`src/sv/csvfs_pkg.sv`:
```
`default_nettype none

package csvfs_pkg;

  // Default size of the field buffer in bytes.
  localparam int unsigned FIELD_MAX_DEF = 32;

  // Configuration port.
  localparam int unsigned CFG_DATA_W = 8;
  localparam int unsigned CFG_IDX_W  = 2;

  localparam logic [CFG_IDX_W-1:0] CFG_LIMIT_ENABLE = 2'd0;
  localparam logic [CFG_IDX_W-1:0] CFG_FIELD_LIMIT  = 2'd1;
  localparam logic [CFG_IDX_W-1:0] CFG_JSON_MODE    = 2'd2;

  // Characters the splitter and the escape decoder look at.
  localparam logic [7:0] CH_COMMA  = 8'h2C;
  localparam logic [7:0] CH_QUOTE  = 8'h22;
  localparam logic [7:0] CH_BSLASH = 8'h5C;
  localparam logic [7:0] CH_NL     = 8'h0A;
  localparam logic [7:0] CH_CR     = 8'h0D;
  localparam logic [7:0] CH_SLASH  = 8'h2F;
  localparam logic [7:0] CH_APOS   = 8'h27;
  localparam logic [7:0] CH_LC_B   = 8'h62;
  localparam logic [7:0] CH_LC_F   = 8'h66;
  localparam logic [7:0] CH_LC_N   = 8'h6E;
  localparam logic [7:0] CH_LC_R   = 8'h72;
  localparam logic [7:0] CH_LC_T   = 8'h74;
  localparam logic [7:0] CH_LC_U   = 8'h75;
  localparam logic [7:0] CH_BS_CTL = 8'h08;
  localparam logic [7:0] CH_FF_CTL = 8'h0C;
  localparam logic [7:0] CH_TAB    = 8'h09;

  typedef enum logic [1:0] {
    KIND_BYTE   = 2'd0,
    KIND_FIELD  = 2'd1,
    KIND_RECORD = 2'd2
  } kind_e;

  typedef enum logic [1:0] {
    ERR_NONE     = 2'd0,
    ERR_ESCAPE   = 2'd1,
    ERR_UNICODE  = 2'd2,
    ERR_OVERFLOW = 2'd3
  } err_e;

  typedef enum logic [2:0] {
    S_IDLE,
    S_RD,
    S_PROC,
    S_OUT,
    S_EOF,
    S_EOR
  } state_e;

  typedef enum logic [1:0] {
    DS_PLAIN,
    DS_ESC,
    DS_HEX
  } dec_st_e;

  typedef struct packed {
    logic       op;
    logic [7:0] char_byte;
  } in_item_t;

  typedef struct packed {
    kind_e      kind;
    logic [7:0] data_byte;
    logic       field_quoted;
    err_e       error_code;
    logic [7:0] field_count;
    logic       last_of_run;
  } out_item_t;

endpackage

`default_nettype wire

```
`src/sv/csvfs_ram.sv`:
```
`default_nettype none

module csvfs_ram #(
  parameter int unsigned WIDTH = 8,
  parameter int unsigned DEPTH = 32
) (
  input  wire logic                     clk_i,
  input  wire logic                     we_i,
  input  wire logic [$clog2(DEPTH)-1:0] waddr_i,
  input  wire logic [WIDTH-1:0]         wdata_i,
  input  wire logic [$clog2(DEPTH)-1:0] raddr_i,
  output      logic [WIDTH-1:0]         rdata_o
);

  logic [WIDTH-1:0] mem_q [DEPTH];

  always_ff @(posedge clk_i) begin
    if (we_i) begin
      mem_q[waddr_i] <= wdata_i;
    end
    rdata_o <= mem_q[raddr_i];
  end

endmodule

`default_nettype wire

```
`src/sv/csv_record_field_splitter.sv`:
```
// CSV record field splitter.
// Input channel: one item per character byte (op 0) or an end-of-stream mark
// (op 1), moved by in_valid_i / in_stall_o. Output channel: field bytes,
// end-of-field and end-of-record items on out_valid_o / out_stall_i; the
// last item caused by one input item carries last_of_run.
// A plain character is buffered as it is accepted, and the next item is
// taken in the following cycle. A comma, newline or end of stream that
// releases a field walks the buffer out through one shared decode unit:
// each stored byte goes through buffer read and decode, then an output load
// per byte it yields (none for an escape backslash, the unicode prefix or
// one of its first three digits). Then a buffer read finds the end of the
// buffer and the end of field is loaded, on a close followed by the end of
// record; a close with no field to emit loads only the end of record. The
// input is stalled for the whole walk. The user writes the configuration
// through cfg_we_i / cfg_index_i / cfg_wdata_i while the block is idle; the
// block itself does not enforce this. Reset clears the control state, the
// record state and the configuration registers; the buffer contents stay
// undefined. A result sits in the output register until taken; while the
// receiver stalls, the walk waits in place and nothing is lost.
`default_nettype none

module csv_record_field_splitter #(
  parameter int unsigned FIELD_MAX = csvfs_pkg::FIELD_MAX_DEF
) (
  input  wire logic                             clk_i,
  input  wire logic                             rst_ni,
  input  wire logic                             cfg_we_i,
  input  wire logic [csvfs_pkg::CFG_IDX_W-1:0]  cfg_index_i,
  input  wire logic [csvfs_pkg::CFG_DATA_W-1:0] cfg_wdata_i,
  input  wire logic                             in_valid_i,
  output      logic                             in_stall_o,
  input  wire csvfs_pkg::in_item_t              in_item_i,
  output      logic                             out_valid_o,
  input  wire logic                             out_stall_i,
  output      csvfs_pkg::out_item_t             out_item_o
);

  // Length counter holds 0..FIELD_MAX; buffer address covers the entries.
  localparam int unsigned LW = $clog2(FIELD_MAX + 1);
  localparam int unsigned AW = $clog2(FIELD_MAX);

  // Hex digit decode: bit 4 is the valid flag, bits 3:0 the value.
  function automatic logic [4:0] hex_digit(input logic [7:0] c);
    logic [4:0] r;
    r = 5'd0;
    if (c >= 8'h30 && c <= 8'h39) begin
      r = {1'b1, 4'(c - 8'h30)};
    end else if (c >= 8'h61 && c <= 8'h66) begin
      r = {1'b1, 4'(c - 8'h57)};
    end else if (c >= 8'h41 && c <= 8'h46) begin
      r = {1'b1, 4'(c - 8'h37)};
    end
    return r;
  endfunction

  // Configuration registers.
  logic       limit_en_q;
  logic [7:0] field_limit_q;
  logic       json_mode_q;

  // Record state.
  csvfs_pkg::state_e state_q, state_d;
  logic [LW-1:0] field_len_q, field_len_d;
  logic          in_quotes_q, in_quotes_d;
  logic          quoted_seen_q, quoted_seen_d;
  logic          comma_seen_q, comma_seen_d;
  logic          prev_bs_q, prev_bs_d;
  logic [7:0]    value_count_q, value_count_d;
  logic          any_emitted_q, any_emitted_d;
  logic          overflowed_q, overflowed_d;

  // Walk state: read index, whether the walk closes the record, decoder state
  // and the bytes the decoder produced for the current buffer byte.
  logic [LW-1:0]          idx_q, idx_d;
  logic                   close_q, close_d;
  csvfs_pkg::dec_st_e     dst_q, dst_d;
  logic [15:0]            cp_q, cp_d;
  logic [1:0]             nd_q, nd_d;
  csvfs_pkg::err_e        derr_q, derr_d;
  logic [2:0][7:0]        pend_q, pend_d;
  logic [1:0]             pend_cnt_q, pend_cnt_d;

  // Output register.
  logic                 out_valid_q;
  csvfs_pkg::out_item_t out_q;
  logic                 load_en;
  csvfs_pkg::out_item_t load_item;
  logic                 slot_free;

  // Field buffer.
  logic          ram_we;
  logic [7:0]    ram_rdata;

  // Input item decode.
  logic       acc;
  logic [7:0] c_in;
  logic       ev_close, ev_comma, ev_quote, ev_append, prev_next;
  logic       count_needed, start_walk, cnt_ok;
  logic [8:0] cnt_next;
  logic [7:0] cnt_sat;

  // Shared decode unit outputs.
  logic                 json_dec;
  logic [1:0]           dec_cnt;
  logic [2:0][7:0]      dec_b;
  csvfs_pkg::dec_st_e   dec_dst;
  logic [15:0]          dec_cp;
  logic [1:0]           dec_nd;
  csvfs_pkg::err_e      dec_err;
  logic [4:0]           hex_r;

  assign in_stall_o  = (state_q != csvfs_pkg::S_IDLE);
  assign out_valid_o = out_valid_q;
  assign out_item_o  = out_q;
  assign slot_free   = !out_valid_q || !out_stall_i;
  assign acc         = in_valid_i && (state_q == csvfs_pkg::S_IDLE);
  assign c_in        = in_item_i.char_byte;

  // Configuration writes.
  always_ff @(posedge clk_i or negedge rst_ni) begin
    if (!rst_ni) begin
      limit_en_q    <= 1'b0;
      field_limit_q <= 8'd0;
      json_mode_q   <= 1'b0;
    end else if (cfg_we_i) begin
      unique case (cfg_index_i)
        csvfs_pkg::CFG_LIMIT_ENABLE: limit_en_q    <= cfg_wdata_i[0];
        csvfs_pkg::CFG_FIELD_LIMIT:  field_limit_q <= cfg_wdata_i[7:0];
        csvfs_pkg::CFG_JSON_MODE:    json_mode_q   <= cfg_wdata_i[0];
        default: ;
      endcase
    end
  end

  // Classify the incoming item. A byte after a backslash is always taken
  // literally, even a newline; a bare backslash is dropped.
  always_comb begin
    ev_close  = 1'b0;
    ev_comma  = 1'b0;
    ev_quote  = 1'b0;
    ev_append = 1'b0;
    prev_next = (c_in == csvfs_pkg::CH_BSLASH);
    if (in_item_i.op) begin
      ev_close = 1'b1;
    end else if (prev_bs_q) begin
      ev_append = 1'b1;
    end else if (c_in == csvfs_pkg::CH_NL) begin
      ev_close = 1'b1;
    end else if (c_in == csvfs_pkg::CH_QUOTE) begin
      ev_quote = 1'b1;
    end else if (c_in == csvfs_pkg::CH_COMMA) begin
      ev_comma  = !in_quotes_q;
      ev_append = in_quotes_q;
    end else if (c_in != csvfs_pkg::CH_BSLASH && c_in != csvfs_pkg::CH_CR) begin
      ev_append = 1'b1;
    end
  end

  // Field counting: the limit compares the unsaturated count, so once the
  // count has passed 255 no field gets through an enabled limit.
  assign cnt_next     = {1'b0, value_count_q} + 9'd1;
  assign cnt_ok       = !limit_en_q || (cnt_next <= {1'b0, field_limit_q});
  assign cnt_sat      = cnt_next[8] ? 8'hFF : cnt_next[7:0];
  assign count_needed = ev_comma || (ev_close && (comma_seen_q || !any_emitted_q));
  assign start_walk   = count_needed && cnt_ok;

  // Shared decode unit: one buffer byte per use.
  assign json_dec = quoted_seen_q && json_mode_q;
  assign hex_r    = hex_digit(ram_rdata);

  always_comb begin
    dec_cnt = 2'd0;
    dec_b   = '0;
    dec_dst = dst_q;
    dec_cp  = cp_q;
    dec_nd  = nd_q;
    dec_err = derr_q;
    if (!json_dec) begin
      dec_cnt    = 2'd1;
      dec_b[0]   = ram_rdata;
    end else begin
      unique case (dst_q)
        csvfs_pkg::DS_PLAIN: begin
          if (ram_rdata == csvfs_pkg::CH_BSLASH) begin
            dec_dst = csvfs_pkg::DS_ESC;
          end else begin
            dec_cnt  = 2'd1;
            dec_b[0] = ram_rdata;
          end
        end
        csvfs_pkg::DS_ESC: begin
          dec_dst = csvfs_pkg::DS_PLAIN;
          unique case (ram_rdata)
            csvfs_pkg::CH_QUOTE, csvfs_pkg::CH_BSLASH,
            csvfs_pkg::CH_SLASH, csvfs_pkg::CH_APOS: begin
              dec_cnt  = 2'd1;
              dec_b[0] = ram_rdata;
            end
            csvfs_pkg::CH_LC_B: begin
              dec_cnt  = 2'd1;
              dec_b[0] = csvfs_pkg::CH_BS_CTL;
            end
            csvfs_pkg::CH_LC_F: begin
              dec_cnt  = 2'd1;
              dec_b[0] = csvfs_pkg::CH_FF_CTL;
            end
            csvfs_pkg::CH_LC_N: begin
              dec_cnt  = 2'd1;
              dec_b[0] = csvfs_pkg::CH_NL;
            end
            csvfs_pkg::CH_LC_R: begin
              dec_cnt  = 2'd1;
              dec_b[0] = csvfs_pkg::CH_CR;
            end
            csvfs_pkg::CH_LC_T: begin
              dec_cnt  = 2'd1;
              dec_b[0] = csvfs_pkg::CH_TAB;
            end
            csvfs_pkg::CH_LC_U: begin
              dec_dst = csvfs_pkg::DS_HEX;
              dec_cp  = 16'd0;
              dec_nd  = 2'd0;
            end
            default: dec_err = csvfs_pkg::ERR_ESCAPE;
          endcase
        end
        csvfs_pkg::DS_HEX: begin
          if (!hex_r[4]) begin
            dec_err = csvfs_pkg::ERR_UNICODE;
          end else begin
            dec_cp = {cp_q[11:0], hex_r[3:0]};
            dec_nd = nd_q + 2'd1;
            if (nd_q == 2'd3) begin
              // Fourth digit: encode the code point as UTF-8.
              dec_dst = csvfs_pkg::DS_PLAIN;
              if (dec_cp < 16'h0080) begin
                dec_cnt  = 2'd1;
                dec_b[0] = dec_cp[7:0];
              end else if (dec_cp < 16'h0800) begin
                dec_cnt  = 2'd2;
                dec_b[0] = {3'b110, dec_cp[10:6]};
                dec_b[1] = {2'b10, dec_cp[5:0]};
              end else begin
                dec_cnt  = 2'd3;
                dec_b[0] = {4'b1110, dec_cp[15:12]};
                dec_b[1] = {2'b10, dec_cp[11:6]};
                dec_b[2] = {2'b10, dec_cp[5:0]};
              end
            end
          end
        end
        default: dec_dst = csvfs_pkg::DS_PLAIN;
      endcase
    end
  end

  // Next state.
  always_comb begin
    state_d = state_q;
    unique case (state_q)
      csvfs_pkg::S_IDLE: begin
        if (acc) begin
          if (start_walk) begin
            state_d = csvfs_pkg::S_RD;
          end else if (ev_close) begin
            state_d = csvfs_pkg::S_EOR;
          end
        end
      end
      csvfs_pkg::S_RD: begin
        if (idx_q == field_len_q || derr_q != csvfs_pkg::ERR_NONE) begin
          state_d = csvfs_pkg::S_EOF;
        end else begin
          state_d = csvfs_pkg::S_PROC;
        end
      end
      csvfs_pkg::S_PROC: begin
        state_d = (dec_cnt == 2'd0) ? csvfs_pkg::S_RD : csvfs_pkg::S_OUT;
      end
      csvfs_pkg::S_OUT: begin
        if (slot_free && pend_cnt_q == 2'd1) begin
          state_d = csvfs_pkg::S_RD;
        end
      end
      csvfs_pkg::S_EOF: begin
        if (slot_free) begin
          state_d = close_q ? csvfs_pkg::S_EOR : csvfs_pkg::S_IDLE;
        end
      end
      csvfs_pkg::S_EOR: begin
        if (slot_free) begin
          state_d = csvfs_pkg::S_IDLE;
        end
      end
      default: state_d = csvfs_pkg::S_IDLE;
    endcase
  end

  // Datapath and result generation.
  always_comb begin
    field_len_d   = field_len_q;
    in_quotes_d   = in_quotes_q;
    quoted_seen_d = quoted_seen_q;
    comma_seen_d  = comma_seen_q;
    prev_bs_d     = prev_bs_q;
    value_count_d = value_count_q;
    any_emitted_d = any_emitted_q;
    overflowed_d  = overflowed_q;
    idx_d         = idx_q;
    close_d       = close_q;
    dst_d         = dst_q;
    cp_d          = cp_q;
    nd_d          = nd_q;
    derr_d        = derr_q;
    pend_d        = pend_q;
    pend_cnt_d    = pend_cnt_q;
    ram_we        = 1'b0;
    load_en       = 1'b0;
    load_item     = '0;
    unique case (state_q)
      csvfs_pkg::S_IDLE: begin
        if (acc) begin
          if (!ev_close) begin
            prev_bs_d = prev_next;
          end
          if (ev_append) begin
            if (field_len_q < LW'(FIELD_MAX)) begin
              ram_we      = 1'b1;
              field_len_d = field_len_q + LW'(1);
            end else begin
              overflowed_d = 1'b1;
            end
          end
          if (ev_quote) begin
            in_quotes_d = !in_quotes_q;
            if (!in_quotes_q) begin
              quoted_seen_d = 1'b1;
            end
          end
          if (count_needed) begin
            value_count_d = cnt_sat;
          end
          if (ev_comma) begin
            comma_seen_d = 1'b1;
            // A field beyond the limit is dropped at once; quoted_seen stays.
            if (!cnt_ok) begin
              field_len_d  = '0;
              overflowed_d = 1'b0;
            end
          end
          if (start_walk) begin
            idx_d      = '0;
            close_d    = ev_close;
            dst_d      = csvfs_pkg::DS_PLAIN;
            cp_d       = 16'd0;
            nd_d       = 2'd0;
            derr_d     = csvfs_pkg::ERR_NONE;
            pend_cnt_d = 2'd0;
          end
        end
      end
      csvfs_pkg::S_RD: begin
        if (idx_q != field_len_q && derr_q == csvfs_pkg::ERR_NONE) begin
          idx_d = idx_q + LW'(1);
        end
      end
      csvfs_pkg::S_PROC: begin
        pend_d     = dec_b;
        pend_cnt_d = dec_cnt;
        dst_d      = dec_dst;
        cp_d       = dec_cp;
        nd_d       = dec_nd;
        derr_d     = dec_err;
      end
      csvfs_pkg::S_OUT: begin
        if (slot_free) begin
          load_en             = 1'b1;
          load_item.kind      = csvfs_pkg::KIND_BYTE;
          load_item.data_byte = pend_q[0];
          pend_d              = {8'h00, pend_q[2], pend_q[1]};
          pend_cnt_d          = pend_cnt_q - 2'd1;
        end
      end
      csvfs_pkg::S_EOF: begin
        if (slot_free) begin
          load_en                = 1'b1;
          load_item.kind         = csvfs_pkg::KIND_FIELD;
          load_item.field_quoted = quoted_seen_q;
          // A decode error takes precedence over the overflow flag.
          if (derr_q != csvfs_pkg::ERR_NONE) begin
            load_item.error_code = derr_q;
          end else if (overflowed_q) begin
            load_item.error_code = csvfs_pkg::ERR_OVERFLOW;
          end else begin
            load_item.error_code = csvfs_pkg::ERR_NONE;
          end
          load_item.last_of_run = !close_q;
          any_emitted_d         = 1'b1;
          if (!close_q) begin
            quoted_seen_d = 1'b0;
            field_len_d   = '0;
            overflowed_d  = 1'b0;
          end
        end
      end
      csvfs_pkg::S_EOR: begin
        if (slot_free) begin
          load_en               = 1'b1;
          load_item.kind        = csvfs_pkg::KIND_RECORD;
          load_item.field_count = value_count_q;
          load_item.last_of_run = 1'b1;
          field_len_d   = '0;
          in_quotes_d   = 1'b0;
          quoted_seen_d = 1'b0;
          comma_seen_d  = 1'b0;
          prev_bs_d     = 1'b0;
          value_count_d = 8'd0;
          any_emitted_d = 1'b0;
          overflowed_d  = 1'b0;
        end
      end
      default: ;
    endcase
  end

  always_ff @(posedge clk_i or negedge rst_ni) begin
    if (!rst_ni) begin
      state_q       <= csvfs_pkg::S_IDLE;
      field_len_q   <= '0;
      in_quotes_q   <= 1'b0;
      quoted_seen_q <= 1'b0;
      comma_seen_q  <= 1'b0;
      prev_bs_q     <= 1'b0;
      value_count_q <= 8'd0;
      any_emitted_q <= 1'b0;
      overflowed_q  <= 1'b0;
      idx_q         <= '0;
      close_q       <= 1'b0;
      dst_q         <= csvfs_pkg::DS_PLAIN;
      nd_q          <= 2'd0;
      derr_q        <= csvfs_pkg::ERR_NONE;
      pend_cnt_q    <= 2'd0;
      out_valid_q   <= 1'b0;
    end else begin
      state_q       <= state_d;
      field_len_q   <= field_len_d;
      in_quotes_q   <= in_quotes_d;
      quoted_seen_q <= quoted_seen_d;
      comma_seen_q  <= comma_seen_d;
      prev_bs_q     <= prev_bs_d;
      value_count_q <= value_count_d;
      any_emitted_q <= any_emitted_d;
      overflowed_q  <= overflowed_d;
      idx_q         <= idx_d;
      close_q       <= close_d;
      dst_q         <= dst_d;
      nd_q          <= nd_d;
      derr_q        <= derr_d;
      pend_cnt_q    <= pend_cnt_d;
      if (load_en) begin
        out_valid_q <= 1'b1;
      end else if (!out_stall_i) begin
        out_valid_q <= 1'b0;
      end
    end
  end

  // Payload registers.
  always_ff @(posedge clk_i) begin
    cp_q   <= cp_d;
    pend_q <= pend_d;
    if (load_en) begin
      out_q <= load_item;
    end
  end

  csvfs_ram #(
    .WIDTH (8),
    .DEPTH (FIELD_MAX)
  ) u_buf (
    .clk_i   (clk_i),
    .we_i    (ram_we),
    .waddr_i (field_len_q[AW-1:0]),
    .wdata_i (c_in),
    .raddr_i (idx_q[AW-1:0]),
    .rdata_o (ram_rdata)
  );

endmodule

`default_nettype wire

```
`config.mk`:
```
export PLATFORM = sky130hd
export DESIGN_NAME = csv_record_field_splitter
export DESIGN_NICKNAME = d
export VERILOG_FILES = /design/src/sv/csvfs_pkg.sv /design/src/sv/csvfs_ram.sv /design/src/sv/csv_record_field_splitter.sv
export SDC_FILE = /design/constraint.sdc
export NUM_CORES = 1
export LEC_CHECK = 0
export BUFFER_PORTS_ARGS = -buffer_cell sky130_fd_sc_hd__buf_4
export CORE_UTILIZATION = 60
export CTS_BUF_LIST = sky130_fd_sc_hd__clkbuf_8
export DETAILED_ROUTE_END_ITERATION = 8
export PLACE_DENSITY = 0.75
export SYNTH_ARGS = -nofsm -noshare
export SYNTH_HDL_FRONTEND = slang
export SYNTH_HIERARCHICAL = 1
export SYNTH_SLANG_ARGS = --single-unit
```
`constraint.sdc`:
```
create_clock -name clk_i -period 3.63 [get_ports clk_i]
set_input_delay 0.1815 -clock clk_i [delete_from_list [all_inputs] [get_ports clk_i]]
set_output_delay 0.1815 -clock clk_i [all_outputs]
set_load 0.05 [all_outputs]
```
Word level (Yosys, flattened, before mapping)

Memories as Yosys holds them, arrays and structs flattened. A register that Yosys moved wholly into a read port is not among the register bits.
Index checks and enable logic that the tools add are counted.

Reductions and logical operators: 60
$lt $le $gt $ge: 10
Equality and inequality tests: 52
Add/sub/neg operators: 8
Muxes and demuxes: 141

Operator list:

| kind                                                                                | count |
|---|---|
| 24-bit 2-to-1 mux                                                                   | 3 |
| 6-bit 2-to-1 mux                                                                    | 11 |
| 8-bit by 7-bit equality test with 1-bit output, second input constant               | 8 |
| 8-bit 2-to-1 mux                                                                    | 8 |
| 12-bit 2-to-1 mux                                                                   | 5 |
| 1-bit 2-to-1 mux                                                                    | 52 |
| 16-bit 2-to-1 mux                                                                   | 3 |
| 12-bit case mux with 2 select lines                                                 | 2 |
| 24-bit case mux with 2 select lines                                                 | 1 |
| 8-bit case mux with 6 select lines                                                  | 1 |
| 2-bit 2-to-1 mux                                                                    | 22 |
| 8-bit by 6-bit equality test with 1-bit output, second input constant               | 5 |
| 2-bit inequality test, second input constant                                        | 14 |
| 7-bit AND reduction                                                                 | 4 |
| 3-bit 2-to-1 mux                                                                    | 8 |
| 2-bit case mux with 3 select lines                                                  | 4 |
| 8-bit case mux with 3 select lines                                                  | 1 |
| 4-bit AND reduction                                                                 | 6 |
| 3-bit inequality test, second input constant                                        | 7 |
| 2-bit case mux with 2 select lines                                                  | 5 |
| 3-bit case mux with 6 select lines                                                  | 1 |
| 6-bit case mux with 3 select lines                                                  | 1 |
| 8-bit by 7-bit greater-or-equal comparator with 1-bit output, second input constant | 2 |
| 8-bit by 7-bit less-or-equal comparator with 1-bit output, second input constant    | 2 |
| 44 further kinds                                                                    | 95 |

Memories kept: 1
Flip-flop bits (word level): 107
Word-level logic and storage cells: 301
Memory bits (writable): 256
Output and inout port bits: 24
Input bits: 24

Memory list:

| name        | depth | width | read ports | clocked after memory_dff | write ports | line            | text |
|---|---|---|---|---|---|---|---|
| u_buf.mem_q | 32    | 8     | 1          | 1                        | 1           | csvfs_ram.sv:15 | `logic [WIDTH-1:0] mem_q [DEPTH];` |

Logic depth before layout (Yosys ltp)

Gate-level depths: netlist of the first run.

Depth in word-level cells: 15
Mapped depth: 12
Mapped depth without buffers: 12

Hierarchy

The synthesis of the first run kept the hierarchy.

By module, submodules not included:

| module                    | area an instance (µm²) | cells each | instances |
|---|---|---|---|
| csvfs_ram                 | 10053.4                | 417        | 1 |
| csv_record_field_splitter | 5968.2                 | 592        | 1 |

Least setup slack after synthesis of the first run

OpenSTA, ideal clock, no wires.

Path type: register to register
From: register state_q[0]
To: register pend_cnt_q[1]
Stages on the path, launching flop included: 6
Buffers on the path: 1
Required time: 3.502 ns
Arrival: 3.050 ns
Setup slack: 0.453 ns
Cell sequence: dfrtp_1 > clkbuf_1 > nand3b_1 > o21ai_0 > a31oi_1 > mux2_1

Longest elaborated chain between the ends: 4
Elaborated cells on any way between the ends: 10
Those cells by class: eq/ne: 5; mux: 1; reduce/logical: 4

RTL lines:

| what                            | line                                                               | text |
|---|---|---|
| from (decl)                     | csv_record_field_splitter.sv:62                                    | `csvfs_pkg::state_e state_q, state_d;` |
| from (signal assigned)          | csv_record_field_splitter.sv:428                                   | `state_q <= csvfs_pkg::S_IDLE;` |
| from (signal assigned)          | csv_record_field_splitter.sv:445                                   | `state_q <= state_d;` |
| 3-bit zero test                 | csv_record_field_splitter.sv:116, csv_record_field_splitter.sv:320 |  |
| 1-bit logical AND               | csv_record_field_splitter.sv:116                                   | `assign acc = in_valid_i && (state_q == csvfs_pkg::S_IDLE);` |
| 2-bit inequality test (no line) | --                                                                 |  |
| 4-bit AND reduction (no line)   | --                                                                 |  |
| to (signal assigned)            | csv_record_field_splitter.sv:459                                   | `pend_cnt_q <= pend_cnt_d;` |
| to (decl)                       | csv_record_field_splitter.sv:81                                    | `logic [1:0] pend_cnt_q, pend_cnt_d;` |

Parallel ways exist; a longest one is shown, timed or not.
A chain may end at the register's enable or synchronous reset.

Worst setup path in the final report of the first run

From: register value_count_q[0]
To: register cp_q[2] (enable)

Longest elaborated chain between the ends: 6

RTL lines:

| what                                                      | line                             | text |
|---|---|---|
| from (decl)                                               | csv_record_field_splitter.sv:68  | `logic [7:0] value_count_q, value_count_d;` |
| from (signal assigned)                                    | csv_record_field_splitter.sv:451 | `value_count_q <= value_count_d;` |
| 8-bit by 1-bit adder with 9-bit output                    | csv_record_field_splitter.sv:161 | `assign cnt_next = {1'b0, value_count_q} + 9'd1;` |
| 9-bit by 8-bit less-or-equal comparator with 1-bit output | csv_record_field_splitter.sv:162 | `assign cnt_ok = !limit_en_q \|\| (cnt_next <= {1'b0, field_limit_q});` |
| 1-bit logical OR                                          | csv_record_field_splitter.sv:162 |  |
| 1-bit logical AND                                         | csv_record_field_splitter.sv:165 | `assign start_walk = count_needed && cnt_ok;` |
| 2-bit inequality test (no line)                           | --                               |  |
| 7-bit AND reduction (no line)                             | --                               |  |
| to (signal assigned)                                      | csv_record_field_splitter.sv:470 | `cp_q <= cp_d;` |
| to (decl)                                                 | csv_record_field_splitter.sv:77  | `logic [15:0] cp_q, cp_d;` |

No other way between the ends.

==> results of run 1 <==
## sequential cells by signal, indices dropped and copies added, names as in the netlist
name           cells
u_buf/rdata_o      8
limit_en_q         1
value_count_q      8
idx_q              6
u_buf/mem_q      256
field_limit_q      8
prev_bs_q          1
any_emitted_q      1
out_valid_o        1
state_q            3
derr_q             2
in_quotes_q        1
close_q            1
out_item_o        22
pend_cnt_q         2
pend_q            22
field_len_q        6
cp_q              12
dst_q              2
comma_seen_q       1
nd_q               2
overflowed_q       1
quoted_seen_q      1
json_mode_q        1
## worst max path at each step
stage,from,endpoint,slack [ps],cells after the start
2_1_floorplan,state_q[0]$_DFFE_PN0P_,pend_cnt_q[1]$_DFFE_PN0P_,450,5
3_3_place_gp,value_count_q[0]$_DFFE_PN0P_,cp_q[9]$_SDFFCE_PN0P_,80,13
3_5_place_dp,value_count_q[0]$_DFFE_PN0P_,cp_q[5]$_SDFFCE_PN0P_,-10,13
4_1_cts,value_count_q[0]$_DFFE_PN0P_,cp_q[2]$_SDFFCE_PN0P_,100,13
5_1_grt,value_count_q[0]$_DFFE_PN0P_,cp_q[2]$_SDFFCE_PN0P_,20,13
6_report,value_count_q[0]$_DFFE_PN0P_,cp_q[2]$_SDFFCE_PN0P_,270,13
## what timing repair did
item,in CTS,in global routing
pin swaps,0,0
hold buffers,16,0
gates resized for setup,1,4
endpoints found under the setup margin,12,12
cloned,0,1
hold endpoints to repair,80,0
## worst max-delay path: cells and delay by family (launching register included)
kind            cells  cell delay (ps)
fa+ha+maj           2              560
buf+inv             2              330
compound gates      5             1010
simple gates        3              520
flops               1              460
xor+xnor            1              190
## layout by cell type, fill, tap and decap left out, types with 6 or more instances in the layout
master         netlist  routed
nor3_1              15      15
nor2b_1              6       6
or3b_2               6       6
a31oi_1             17      17
and2_1               7       7
nand3b_1             8       8
a21oi_1             38      36
nor3b_1              9       8
dlygate4sd3_1        0      16
clkbuf_8             2      60
mux2_2              22      22
and3_1              29      29
dfxtp_1              8       8
nand2_1             55      55
ha_1                18      18
xor2_1               7       7
edfxtp_1           312     312
nor4_1               7       7
clkinv_1             0      14
nand2b_1            11      11
mux4_2              80      80
o21ai_0             33      31
inv_1               30      47
nand3_1             21      21
clkinv_2             1      11
buf_4                8      92
dfrtp_1             49      47
xnor2_1              8       8
nor2_1              80      80
a221o_1              6       6
## report_power, final
group          leakage (uW)  internal [uW]  total [uW]  switching, uW
combinational       0.00236           1820        4090           2270
sequential          0.00353           5190        5750            562
clock              0.000629           1680        3230           1550
total               0.00652           8690       13100           4390
## area by class of cell
type	count	share of cell area, %
Multi-Input combinational cell	568	27.1
Tap cell	335	2.30
Inverter	31	0.666
Sequential cell	369	59.1
Clock buffer	60	4.53
Timing Repair inverter	1	0.0412
Clock inverter	46	1.39
Timing Repair Buffer	110	4.89
## through the flow
step           utilization [%]  std cells
2_1_floorplan                -       1009
3_3_place_gp              64.9       1397
3_5_place_dp              64.9       1397
4_1_cts                   69.7       1519
5_1_grt                   69.7       1520
6_report                  69.7       1520
## kinds of logic (layout without fill, tap and decap cells)
logic type | after synthesis | count (layout) | synth area share (%)
and+or+nand+nor | 281 | 281 | 9.29
AOI/OAI and AO/OA | 146 | 146 | 6.02
muxes | 108 | 108 | 13.2
xor gates and xnor gates | 15 | 15 | 0.820
buffers and inverters | 72 | 248 | 2.16
DFF | 369 | 369 | 67.1
adders and majority gates | 18 | 18 | 1.41
## routing by layer
metal,vias up,part of all wire [%],track usage [%]
met5,-,0,0
met4,0,2.2,7.64
met3,49,5.2,3.72
met2,277,50,40.9
met1,4592,43,34.6
li1,4257,-,-
==> summary.md, run 1 <==
| Metric | Value |
|---|---|
| Status | `finished, violations left` |
| Failing checks | `DRC` |
| Multi-input logic area | `4940 um^2` |
| CTS tree | `yes` |
| Slew of the pin with the lowest slew margin | `817 ps` |
| Area leader, netlist | `edfxtp_1` |
| Yosys cell types | `78` |
| Reg area | `10,800 um^2` |
| Async S/R FF share, synth | `13.3%` |
| N_diodes | `0` |
| HPWL after DPL | `21,100 um` |
| Max-slew violations | `0` |
| R2R Path End | `cp_q[2]$_SDFFCE_PN0P_` |
| PnR Total Power | `13,100 uW` |
| Total Wirelength | `32,000 um` |
| Cell Chain, Critical Path | `ha_1 > and4_1 > nand2_1 > xnor2_1 > ha_1 > a21o_1 > a221oi_1 > nand2_1 > o21ai_1 > buf_4 > a21oi_2 > a21o_2 > clkinvlp_4` |
| CP required | `3900 ps` |
| Worst Path Arrival | `3630 ps` |
| Pin count of the biggest net entering global routing | `50` |
| Hold Path Cell Cnt | `1` |
| # IOs | `48` |
| Synth Cell Area | `16,000 um^2` |
| Vias in the first global route | `9,264` |
| DRT antenna net count | `0` |
| Worst-path clk slew | `60 ps` |
| Reg2reg path depth | `13` |
| Fin area | `18,200 um^2` |
| 1st-iter DRT viols | `950` |
| IO buf count | `47` |
| CP peak stage delay | `460 ps` |
| Latest clock arrival within the worst-skew pair | `590 ps` |
| R2R Setup Slk | `270 ps` |
| Slowest stage cell, crit path | `dfrtp_1` |
| Mean routed wirelength per cell | `21.1 um` |
| Critical-path maximum fanout | `7` |
| Fmax | `0.298 GHz` |
| Final hold vios | `0` |
| Peak supply drop | `401 uV` |
| Hold_sp | `in_item_i[7]` |
| Synth cell count leaders | `edfxtp_1, mux4_2, nor2_1, nand2_1, dfrtp_1` |
| Core area | `26,100 um^2` |
| CTS Buf Count | `57` |
| Via/cell ratio | `6.04` |
| Total die area | `27,400 um^2` |
| Worst rel slew slack | `45.1%` |
| Number of buffers inserted by post-CTS setup repair | `0` |
| Number of core rows | `59` |
| Area share of the largest cell type after synthesis | `58.5%` |
| Worst Setup End Kind | `flip-flop` |
| Area contributors post-synth | `edfxtp_1, mux4_2, dfrtp_1, nor2_1, mux2_2` |
| DRC viols | `15` |
| Cell Area, Placed | `17,000 um^2` |
| Static leakage | `0.00652 uW` |
| Power per Cell Area | `718 nW/um^2` |
| Sequential cell area fraction in the yosys report | `67.1%` |
| Post-synthesis area per instance | `15.9 um^2` |
| EDFF count, synth | `312` |
| Cells after Synth | `1,009` |
| Number of max-cap violations | `0` |
| Yosys reg bits | `369` |
| Minimum clock period | `3360 ps` |
| Ys flop type | `edfxtp_1` |
| Die X | `165 um` |
| Starting density of the core | `61.3%` |
| Post-Route Skew | `22.6 ps` |
| Root Buffer | `clkbuf_8` |
| Worst r2r src | `value_count_q[0]$_DFFE_PN0P_` |
| Final setup violation count | `0` |
| GRT overflow | `0` |
| First-pass GRT wire length | `50,800 um` |
| Filler cells | `1,803` |
| Layout area overhead | `13.7%` |
| Pre-CTS setup slack | `-14.2 ps` |
| Initial DRT Pass Iterations | `7` |
| RSZ-0062 raised after global routing | `false` |
| Period Utilization, post-route | `92.4%` |
| Vias | `9,175` |
| CTS H-tree lvls | `2` |
| Antenna violations before repair | `0` |
| WS Path Type | `flip-flop to flip-flop` |
| Layout net count | `1,180` |
| Hold Slack | `39.0 ps` |
| Post-synthesis net count | `1,051` |
| Yosys warning count | `6` |
| Proportion of layout cells with a drive suffix above 1 | `25.5%` |
| Min-delay worst type | `input port to flip-flop` |
| Routability cong. | `0.897` |
| Critical Path Start Type | `flip-flop` |
| Clock sink count | `369` |
| Die height | `165 um` |
| GRT Total Usage | `24.9%` |
| Setup ws final | `274 ps` |
| Clock Path Buffers | `3` |
| Setup TNS | `0 ps` |
| Hold endpoint | `u_buf/mem_q[22][7]$_DFFE_PP_` |
| Most frequent cell after synthesis | `edfxtp_1` |
(Power assumes the default switching activity.)
==> inputs of run 2 (changes only) <==
--- a/config.mk
+++ b/config.mk
@@ -9,6 +9,7 @@
 export CORE_UTILIZATION = 60
 export CTS_BUF_LIST = sky130_fd_sc_hd__clkbuf_8
 export DETAILED_ROUTE_END_ITERATION = 8
+export MAX_ROUTING_LAYER = met4
 export PLACE_DENSITY = 0.75
 export SYNTH_ARGS = -nofsm -noshare
 export SYNTH_HDL_FRONTEND = slang
==> run 2 against run 1 <==
  * The run still ends with DRC left
  * Worst setup slack gained 6.8 ps
  * Largest cell class unchanged
  * Clock skew grew 0.60 ps
  * Fmax grew 0.20%
  * Count of clock-buffer cells in the layout is the same
  * Core utilization grew 0.19 points
  * Register-to-register slack is essentially flat
  * Global-route usage grew 0.66 points
  * Routed wire length is essentially flat
  * Flip-flop and latch count is the same
  * Combinational power is essentially flat
==> summary.md, run 2 (synthesis gave the netlist of run 1 again) <==
| Metric | Value |
|---|---|
| N_diodes | `0 (unchanged)` |
| Min-delay worst type | `input port to flip-flop` |
| Layout area overhead | `14.0%` |
| Peak supply drop | `397 uV (-1.0%)` |
| Worst-path clk slew | `70 ps (about the same)` |
| Status | `finished, violations left` |
| WS Path Type | `flip-flop to flip-flop` |
| RSZ-0062 raised after global routing | `false` |
| Most frequent cells in the layout | `edfxtp_1, buf_4, nor2_1, mux4_2, clkbuf_8` |
| CP peak stage delay | `440 ps (-20 ps)` |
| Final hold vios | `0 (unchanged)` |
| Reg with most FFs | `u_buf/mem_q` |
| Total die area | `27,400 um^2 (unchanged)` |
| Initial DRT Pass Iterations | `8 (+1)` |
| CP required | `3920 ps (+20 ps)` |
| Number of core rows | `59 (unchanged)` |
| Worst Setup End Kind | `flip-flop` |
| 1st-iter DRT viols | `980 (+3.2%)` |
| R2R Setup Slk | `280 ps (about the same)` |
| Cell Area, Placed | `17,000 um^2 (unchanged)` |
| GRT Total Usage | `25.5% (+0.66 points)` |
| CP bufs+invs | `2 (unchanged)` |
| Vias in the first global route | `9,217 (-0.51%)` |
| Net Sw Frac | `33.6% (+0.10 points)` |
| Filler cells | `1,779 (-1.3%)` |
| Crit path to | `cp_q[8]$_SDFFCE_PN0P_` |
| Setup TNS | `0 ps (unchanged)` |
| Vias | `9,315 (+1.5%)` |
| Comb power frac | `31.4% (about the same)` |
| Clock Path Buffers | `3 (unchanged)` |
| Root Buffer | `clkbuf_8` |
| Core area | `26,100 um^2 (unchanged)` |
| Die X | `165 um (unchanged)` |
| WP depth | `13 (unchanged)` |
| Via/cell ratio | `6.11 (+1.2%)` |
| Setup ws final | `281 ps (+6.76 ps)` |
| Sequential power share | `43.9% (about the same)` |
| Power per Cell Area | `717 nW/um^2 (-0.10%)` |
| Worst Path Arrival | `3630 ps (about the same)` |
| Failing checks | `DRC` |
| Routability cong. | `0.906 (+1.0%)` |
| Internal power | `8690 uW (about the same)` |
| R2R Path End | `cp_q[8]$_SDFFCE_PN0P_` |
| DP Cell Count | `1,397 (unchanged)` |
| DRC viols | `14 (-1)` |
| First-pass GRT wire length | `50,600 um (-0.46%)` |
| Fin area | `18,300 um^2 (+0.27%)` |
| Layout net count | `1,184 (+0.34%)` |
| # IOs | `48 (unchanged)` |
| Switching pwr | `4410 uW (+0.47%)` |
| CP startpoint | `value_count_q[0]$_DFFE_PN0P_` |
| PnR Total Power | `13,100 uW (+0.17%)` |
| Starting density of the core | `61.3% (unchanged)` |
| Slowest stage cell, crit path | `dfrtp_1` |
| Worst r2r src | `value_count_q[0]$_DFFE_PN0P_` |
| Cell Chain, Critical Path | `ha_1 > and4_1 > nand2_1 > xnor2_1 > ha_1 > a21o_1 > a221oi_1 > nand2_1 > o21ai_1 > buf_4 > a21oi_2 > a21o_1 > clkinvlp_4` |
| Worst rel slew slack | `44.3% (-0.84 points)` |
| CTS H-tree lvls | `2 (unchanged)` |
| Pin count of the biggest net entering global routing | `50 (unchanged)` |
| Mean routed wirelength per cell | `21.0 um (-0.24%)` |
| Antenna violations before repair | `0 (unchanged)` |
| HPWL after DPL | `21,300 um (+0.82%)` |
| Proportion of layout cells with a drive suffix above 1 | `24.9% (-0.61 points)` |
| IO buf count | `47 (unchanged)` |
| CTS Buf Count | `57 (unchanged)` |
| Number of max-cap violations | `0 (unchanged)` |
| Period Utilization, post-route | `92.3% (-0.19 points)` |
| Clock sink count | `369 (unchanged)` |
| Latest clock arrival within the worst-skew pair | `600 ps (about the same)` |
| Critical Path Start Type | `flip-flop` |
| Minimum clock period | `3350 ps (-6.76 ps)` |
| Pre-CTS setup slack | `-18.3 ps (-4.07 ps)` |
| Critical-path maximum fanout | `12 (+5)` |
| Max reg flops | `256 (unchanged)` |
| Max-slew violations | `0 (unchanged)` |
| Die height | `165 um (unchanged)` |
| Clock Power Share | `24.7% (about the same)` |
| Non-Filler Instances | `1,525 (+0.33%)` |
| Hold_sp | `in_item_i[0]` |
| Fmax | `0.299 GHz (+0.20%)` |
| CTS tree | `yes` |
| Post-Route Skew | `23.2 ps (+0.602 ps)` |
| Crit-path leading delay family | `compound AO/OA/AOI/OAI gates` |
| Reg2reg path depth | `13 (unchanged)` |
| Commonest non-fill, non-tap cell in the layout | `edfxtp_1` |
| GRT overflow | `0 (unchanged)` |
| DRT antenna net count | `0 (unchanged)` |
| Slew of the pin with the lowest slew margin | `829 ps (+12.5 ps)` |
| Static leakage | `0.00655 uW (+0.46%)` |
| Total Wirelength | `32,100 um (about the same)` |
| Final setup violation count | `0 (unchanged)` |
| Number of buffers inserted by post-CTS setup repair | `0 (unchanged)` |
run 2: cell count changes in the layout (fill, tap and decap cells not counted), moves of 2 or more:
cell	before	now
inv_1	47	51
dlygate4sd3_1	16	21
clkinv_2	11	7
inv_8	2	0
run 2: metal layers:
layer	wire length, um	GRT usage, %	share of wire [%]	up-vias
met3	1830	4.10	5.7	69
met1	13500	33.6	42	4676
met4	937	8.97	2.9	0
li1	-	-	-	4266
met5	0	-	0	-
met2	15800	40.8	49	304
run 2: layout make-up:
class	instances	area [um^2]	share of cell area, %
sequential	369	10800	58.9
multi-input combinational	568	4940	27.0
timing repair buffer	115	941	5.15
clock buffer	60	826	4.52
tap	335	419	2.29
clock inverter	47	262	1.43
inverter	31	121	0.664
run 2: how the worst min path moves through the flow:
stage,end,depth (start not counted),slack [ps]
3_3_place_gp,field_limit_q[5]$_DFFE_PN0P_,1,250
3_5_place_dp,field_limit_q[7]$_DFFE_PN0P_,1,250
6_report,u_buf/mem_q[14][0]$_DFFE_PP_,1,30
5_1_grt,u_buf/mem_q[14][0]$_DFFE_PP_,1,20
2_1_floorplan,any_emitted_q$_DFFE_PN0P_,0,-110
4_1_cts,u_buf/mem_q[18][0]$_DFFE_PP_,1,5
run 2: per-stage QoR:
step	hold slack (ps)	util, %
global route	21.0	69.9
global placement	247	64.9
floorplan	-114	-
CTS	4.60	69.9
detailed placement	250	64.9
finish	34.0	69.9
run 2: repair_timing:
item	in CTS	in global routing
resized for setup	1	2
hold endpoints to repair	101	0
gates cloned	0	0
hold buffers	21	0
setup endpoints to repair	12	12
run 2: worst reg2reg max path, delay by kind of cell (launching register included):
family | cells | cell delay [ps]
simple gates | 3 | 510
xor+xnor | 1 | 180
flops | 1 | 440
buf+inv | 2 | 390
fa+ha+maj | 2 | 540
compound gates | 5 | 1000
run 2: power by group through the flow:
stage | logic (uW) | registers [uW] | clock network (uW)
after floorplan | 2910 | 5840 | 0
after global placement | 4020 | 5800 | 0
after detailed placement | 4090 | 5830 | 0
after CTS | 4130 | 5740 | 3320
after global routing | 4440 | 5830 | 3490
final | 4110 | 5750 | 3230
==> inputs of run 3 (changes only) <==
==> constraint.sdc (replaced) <==
create_clock -name clk_i -period 3.63 [get_ports clk_i]
set_input_delay 0.363 -clock clk_i [delete_from_list [all_inputs] [get_ports clk_i]]
set_output_delay 0.363 -clock clk_i [all_outputs]
set_load 0.05 [all_outputs]
==> run 3 against run 2 <==
  * The flow still finishes with violations (DRC)
  * Global-route usage is 1.1 points higher
  * Final cell count down 0.26%
  * Fmax down 0.43%
  * Sequential share of layout area up 0.41 points
  * Die area is the same
  * Combinational power barely moved
  * Power shrank 0.83%
  * Via count increased by 1.5%
  * Worst setup slack worse by 14 ps
  * Count of clock-buffer cells in the layout down 3
  * Critical endpoint is now cp_q[2]$_SDFFCE_PN0P_
  * Highest routed layer unchanged
==> summary.md, run 3 (synthesis gave the netlist of run 1 again) <==
| Metric | Value |
|---|---|
| Fmax | `0.297 GHz (-0.43%)` |
| Worst Path Arrival | `3640 ps (about the same)` |
| Commonest non-fill, non-tap cell in the layout | `edfxtp_1` |
| Die height | `165 um (unchanged)` |
| GRT overflow | `0 (unchanged)` |
| Post-Route Skew | `28.1 ps (+4.93 ps)` |
| Worst rel slew slack | `43.5% (-0.79 points)` |
| Max-slew violations | `0 (unchanged)` |
| R2R Setup Slk | `270 ps (about the same)` |
| Most frequent cells in the layout | `edfxtp_1, buf_4, nor2_1, mux4_2, clkbuf_8` |
| Pin count of the biggest net entering global routing | `50 (unchanged)` |
| Minimum clock period | `3360 ps (+14.4 ps)` |
| Reg2reg path depth | `13 (unchanged)` |
| Number of buffers inserted by post-CTS setup repair | `0 (unchanged)` |
| Min-delay worst type | `input port to flip-flop` |
| DRC viols | `14 (unchanged)` |
| Starting density of the core | `61.3% (unchanged)` |
| CTS tree | `yes` |
| Clock sink count | `369 (unchanged)` |
| Final hold vios | `0 (unchanged)` |
| CTS H-tree lvls | `2 (unchanged)` |
| Reg with most FFs | `u_buf/mem_q` |
| WS Path Type | `flip-flop to flip-flop` |
| Vias in the first global route | `9,554 (+3.7%)` |
| Latest clock arrival within the worst-skew pair | `610 ps (about the same)` |
| RSZ-0062 raised after global routing | `false` |
| DRT antenna net count | `0 (unchanged)` |
| Root Buffer | `clkbuf_8` |
| Hold endpoint | `field_limit_q[0]$_DFFE_PN0P_` |
| Number of max-cap violations | `0 (unchanged)` |
| Total die area | `27,400 um^2 (unchanged)` |
| CP peak stage delay | `440 ps (about the same)` |
| Peak supply drop | `444 uV (+12%)` |
| Power per Cell Area | `716 nW/um^2 (-0.14%)` |
| GRT Total Usage | `26.6% (+1.1 points)` |
| N_diodes | `0 (unchanged)` |
| Layout net count | `1,181 (-0.25%)` |
| First-pass GRT wire length | `52,500 um (+3.8%)` |
| HPWL after DPL | `22,400 um (+5.3%)` |
| Mean routed wirelength per cell | `21.8 um (+3.7%)` |
| Static leakage | `0.00652 uW (-0.47%)` |
| Slowest stage cell, crit path | `dfrtp_1` |
| Slew of the pin with the lowest slew margin | `841 ps (+11.7 ps)` |
| Initial DRT Pass Iterations | `7 (-1)` |
| R2R Path End | `cp_q[2]$_SDFFCE_PN0P_` |
| Number of core rows | `59 (unchanged)` |
| Die X | `165 um (unchanged)` |
| Worst r2r src | `value_count_q[0]$_DFFE_PN0P_` |
| Failing checks | `DRC` |
| PnR Total Power | `13,000 uW (-0.83%)` |
| # IOs | `48 (unchanged)` |
| Layout area overhead | `13.2%` |
| Period Utilization, post-route | `92.7% (+0.40 points)` |
| Worst-path clk slew | `60 ps (about the same)` |
| Via/cell ratio | `6.21 (+1.7%)` |
| Hold Path Cell Cnt | `2 (+1)` |
| 1st-iter DRT viols | `961 (-1.9%)` |
| Total Wirelength | `33,200 um (+3.4%)` |
| Clock Path Buffers | `3 (unchanged)` |
| Max reg flops | `256 (unchanged)` |
| Core area | `26,100 um^2 (unchanged)` |
| Worst Setup End Kind | `flip-flop` |
| Cell Chain, Critical Path | `ha_1 > and4_1 > nand2_1 > xnor2_1 > ha_1 > a21o_1 > a221oi_1 > nand2_1 > o21ai_1 > buf_4 > a21oi_2 > a21o_1 > clkinvlp_4` |
| Vias | `9,453 (+1.5%)` |
| Critical-path maximum fanout | `12 (unchanged)` |
| CP required | `3910 ps (about the same)` |
| CTS Buf Count | `56 (-1.8%)` |
| Routability cong. | `0.913 (+0.78%)` |
| Hold_sp | `cfg_wdata_i[0]` |
| Critical Path Start Type | `flip-flop` |
| IO buf count | `47 (unchanged)` |
| Hold Slack | `28.7 ps (-5.27 ps)` |
| Proportion of layout cells with a drive suffix above 1 | `25.4% (+0.51 points)` |
| Antenna violations before repair | `0 (unchanged)` |
| Status | `finished, violations left` |
| Final setup violation count | `0 (unchanged)` |
-- run 3: changes by cell type in the layout (fill, tap and decap cells not counted), sizes merged --
cell / previous run / this run
dlygate4sd3: 21 / 8
buf: 94 / 105
clkbuf: 60 / 57
inv: 52 / 55
bufinv: 2 / 1
clkinv: 23 / 22
-- run 3: worst max-delay path by stage --
stage / cells past startpoint / start / end
after floorplan: 5 / state_q[0]$_DFFE_PN0P_ / pend_cnt_q[1]$_DFFE_PN0P_
after global placement: 13 / value_count_q[0]$_DFFE_PN0P_ / cp_q[7]$_SDFFCE_PN0P_
after detailed placement: 13 / value_count_q[0]$_DFFE_PN0P_ / cp_q[11]$_SDFFCE_PN0P_
after CTS: 13 / value_count_q[0]$_DFFE_PN0P_ / cp_q[2]$_SDFFCE_PN0P_
after global routing: 13 / value_count_q[2]$_DFFE_PN0P_ / cp_q[2]$_SDFFCE_PN0P_
final: 13 / value_count_q[0]$_DFFE_PN0P_ / cp_q[2]$_SDFFCE_PN0P_
-- run 3: critical path: cells and delay by family (launching register included) --
family	cells	cell delay, ps
buffers and inverters	2	400
adders and majority gates	2	570
DFF	1	440
AOI/OAI and AO/OA	5	1000
xor gates and xnor gates	1	140
and+or+nand+nor	3	510
-- run 3: report_power, final --
group | internal (uW) | switching (uW) | total [uW]
Combinational | 1830 | 2310 | 4140
Sequential | 5190 | 575 | 5760
Clock | 1540 | 1550 | 3090
Total | 8560 | 4430 | 13000
-- run 3: layout make-up --
class | instances | area (um^2)
Sequential cell | 369 | 10800
Fill cell | 1767 | 7990
Multi-Input combinational cell | 568 | 4940
Timing Repair Buffer | 113 | 881
Clock buffer | 57 | 785
Tap cell | 335 | 419
Clock inverter | 48 | 236
Inverter | 31 | 121
-- run 3: through the flow --
| stage | util (%) | setup TNS, ps | cell area (um^2) | setup slack (ps) | instances |
|---|---|---|---|---|---|
| floorplan | - | 0 | 16000 | 453 | 1009 |
| global placement | 65.2 | 0 | 17000 | 62.9 | 1408 |
| detailed placement | 65.2 | -107 | 17000 | -9.18 | 1408 |
| CTS | 69.4 | 0 | 18100 | 122 | 1521 |
| global route | 69.4 | 0 | 18100 | 6.28 | 1521 |
| finish | 69.4 | 0 | 18100 | 267 | 1521 |
-- run 3: metal layers --
layer / vias up / wire [um] / part of all wire [%] / global-route usage (%)
met5: - / 0 / 0 / -
met4: 0 / 1310 / 4.0 / 11.1
met3: 72 / 2110 / 6.4 / 3.65
met2: 389 / 16100 / 49 / 42.0
met1: 4743 / 13600 / 41 / 35.3
li1: 4249 / - / - / -
-- run 3: repair_timing --
| action | in CTS | in global routing |
|---|---|---|
| hold buffers | 8 | 0 |
| setup endpoints to repair | 12 | 12 |
| endpoints found under the hold margin | 56 | 0 |
| resized for setup | 1 | 2 |
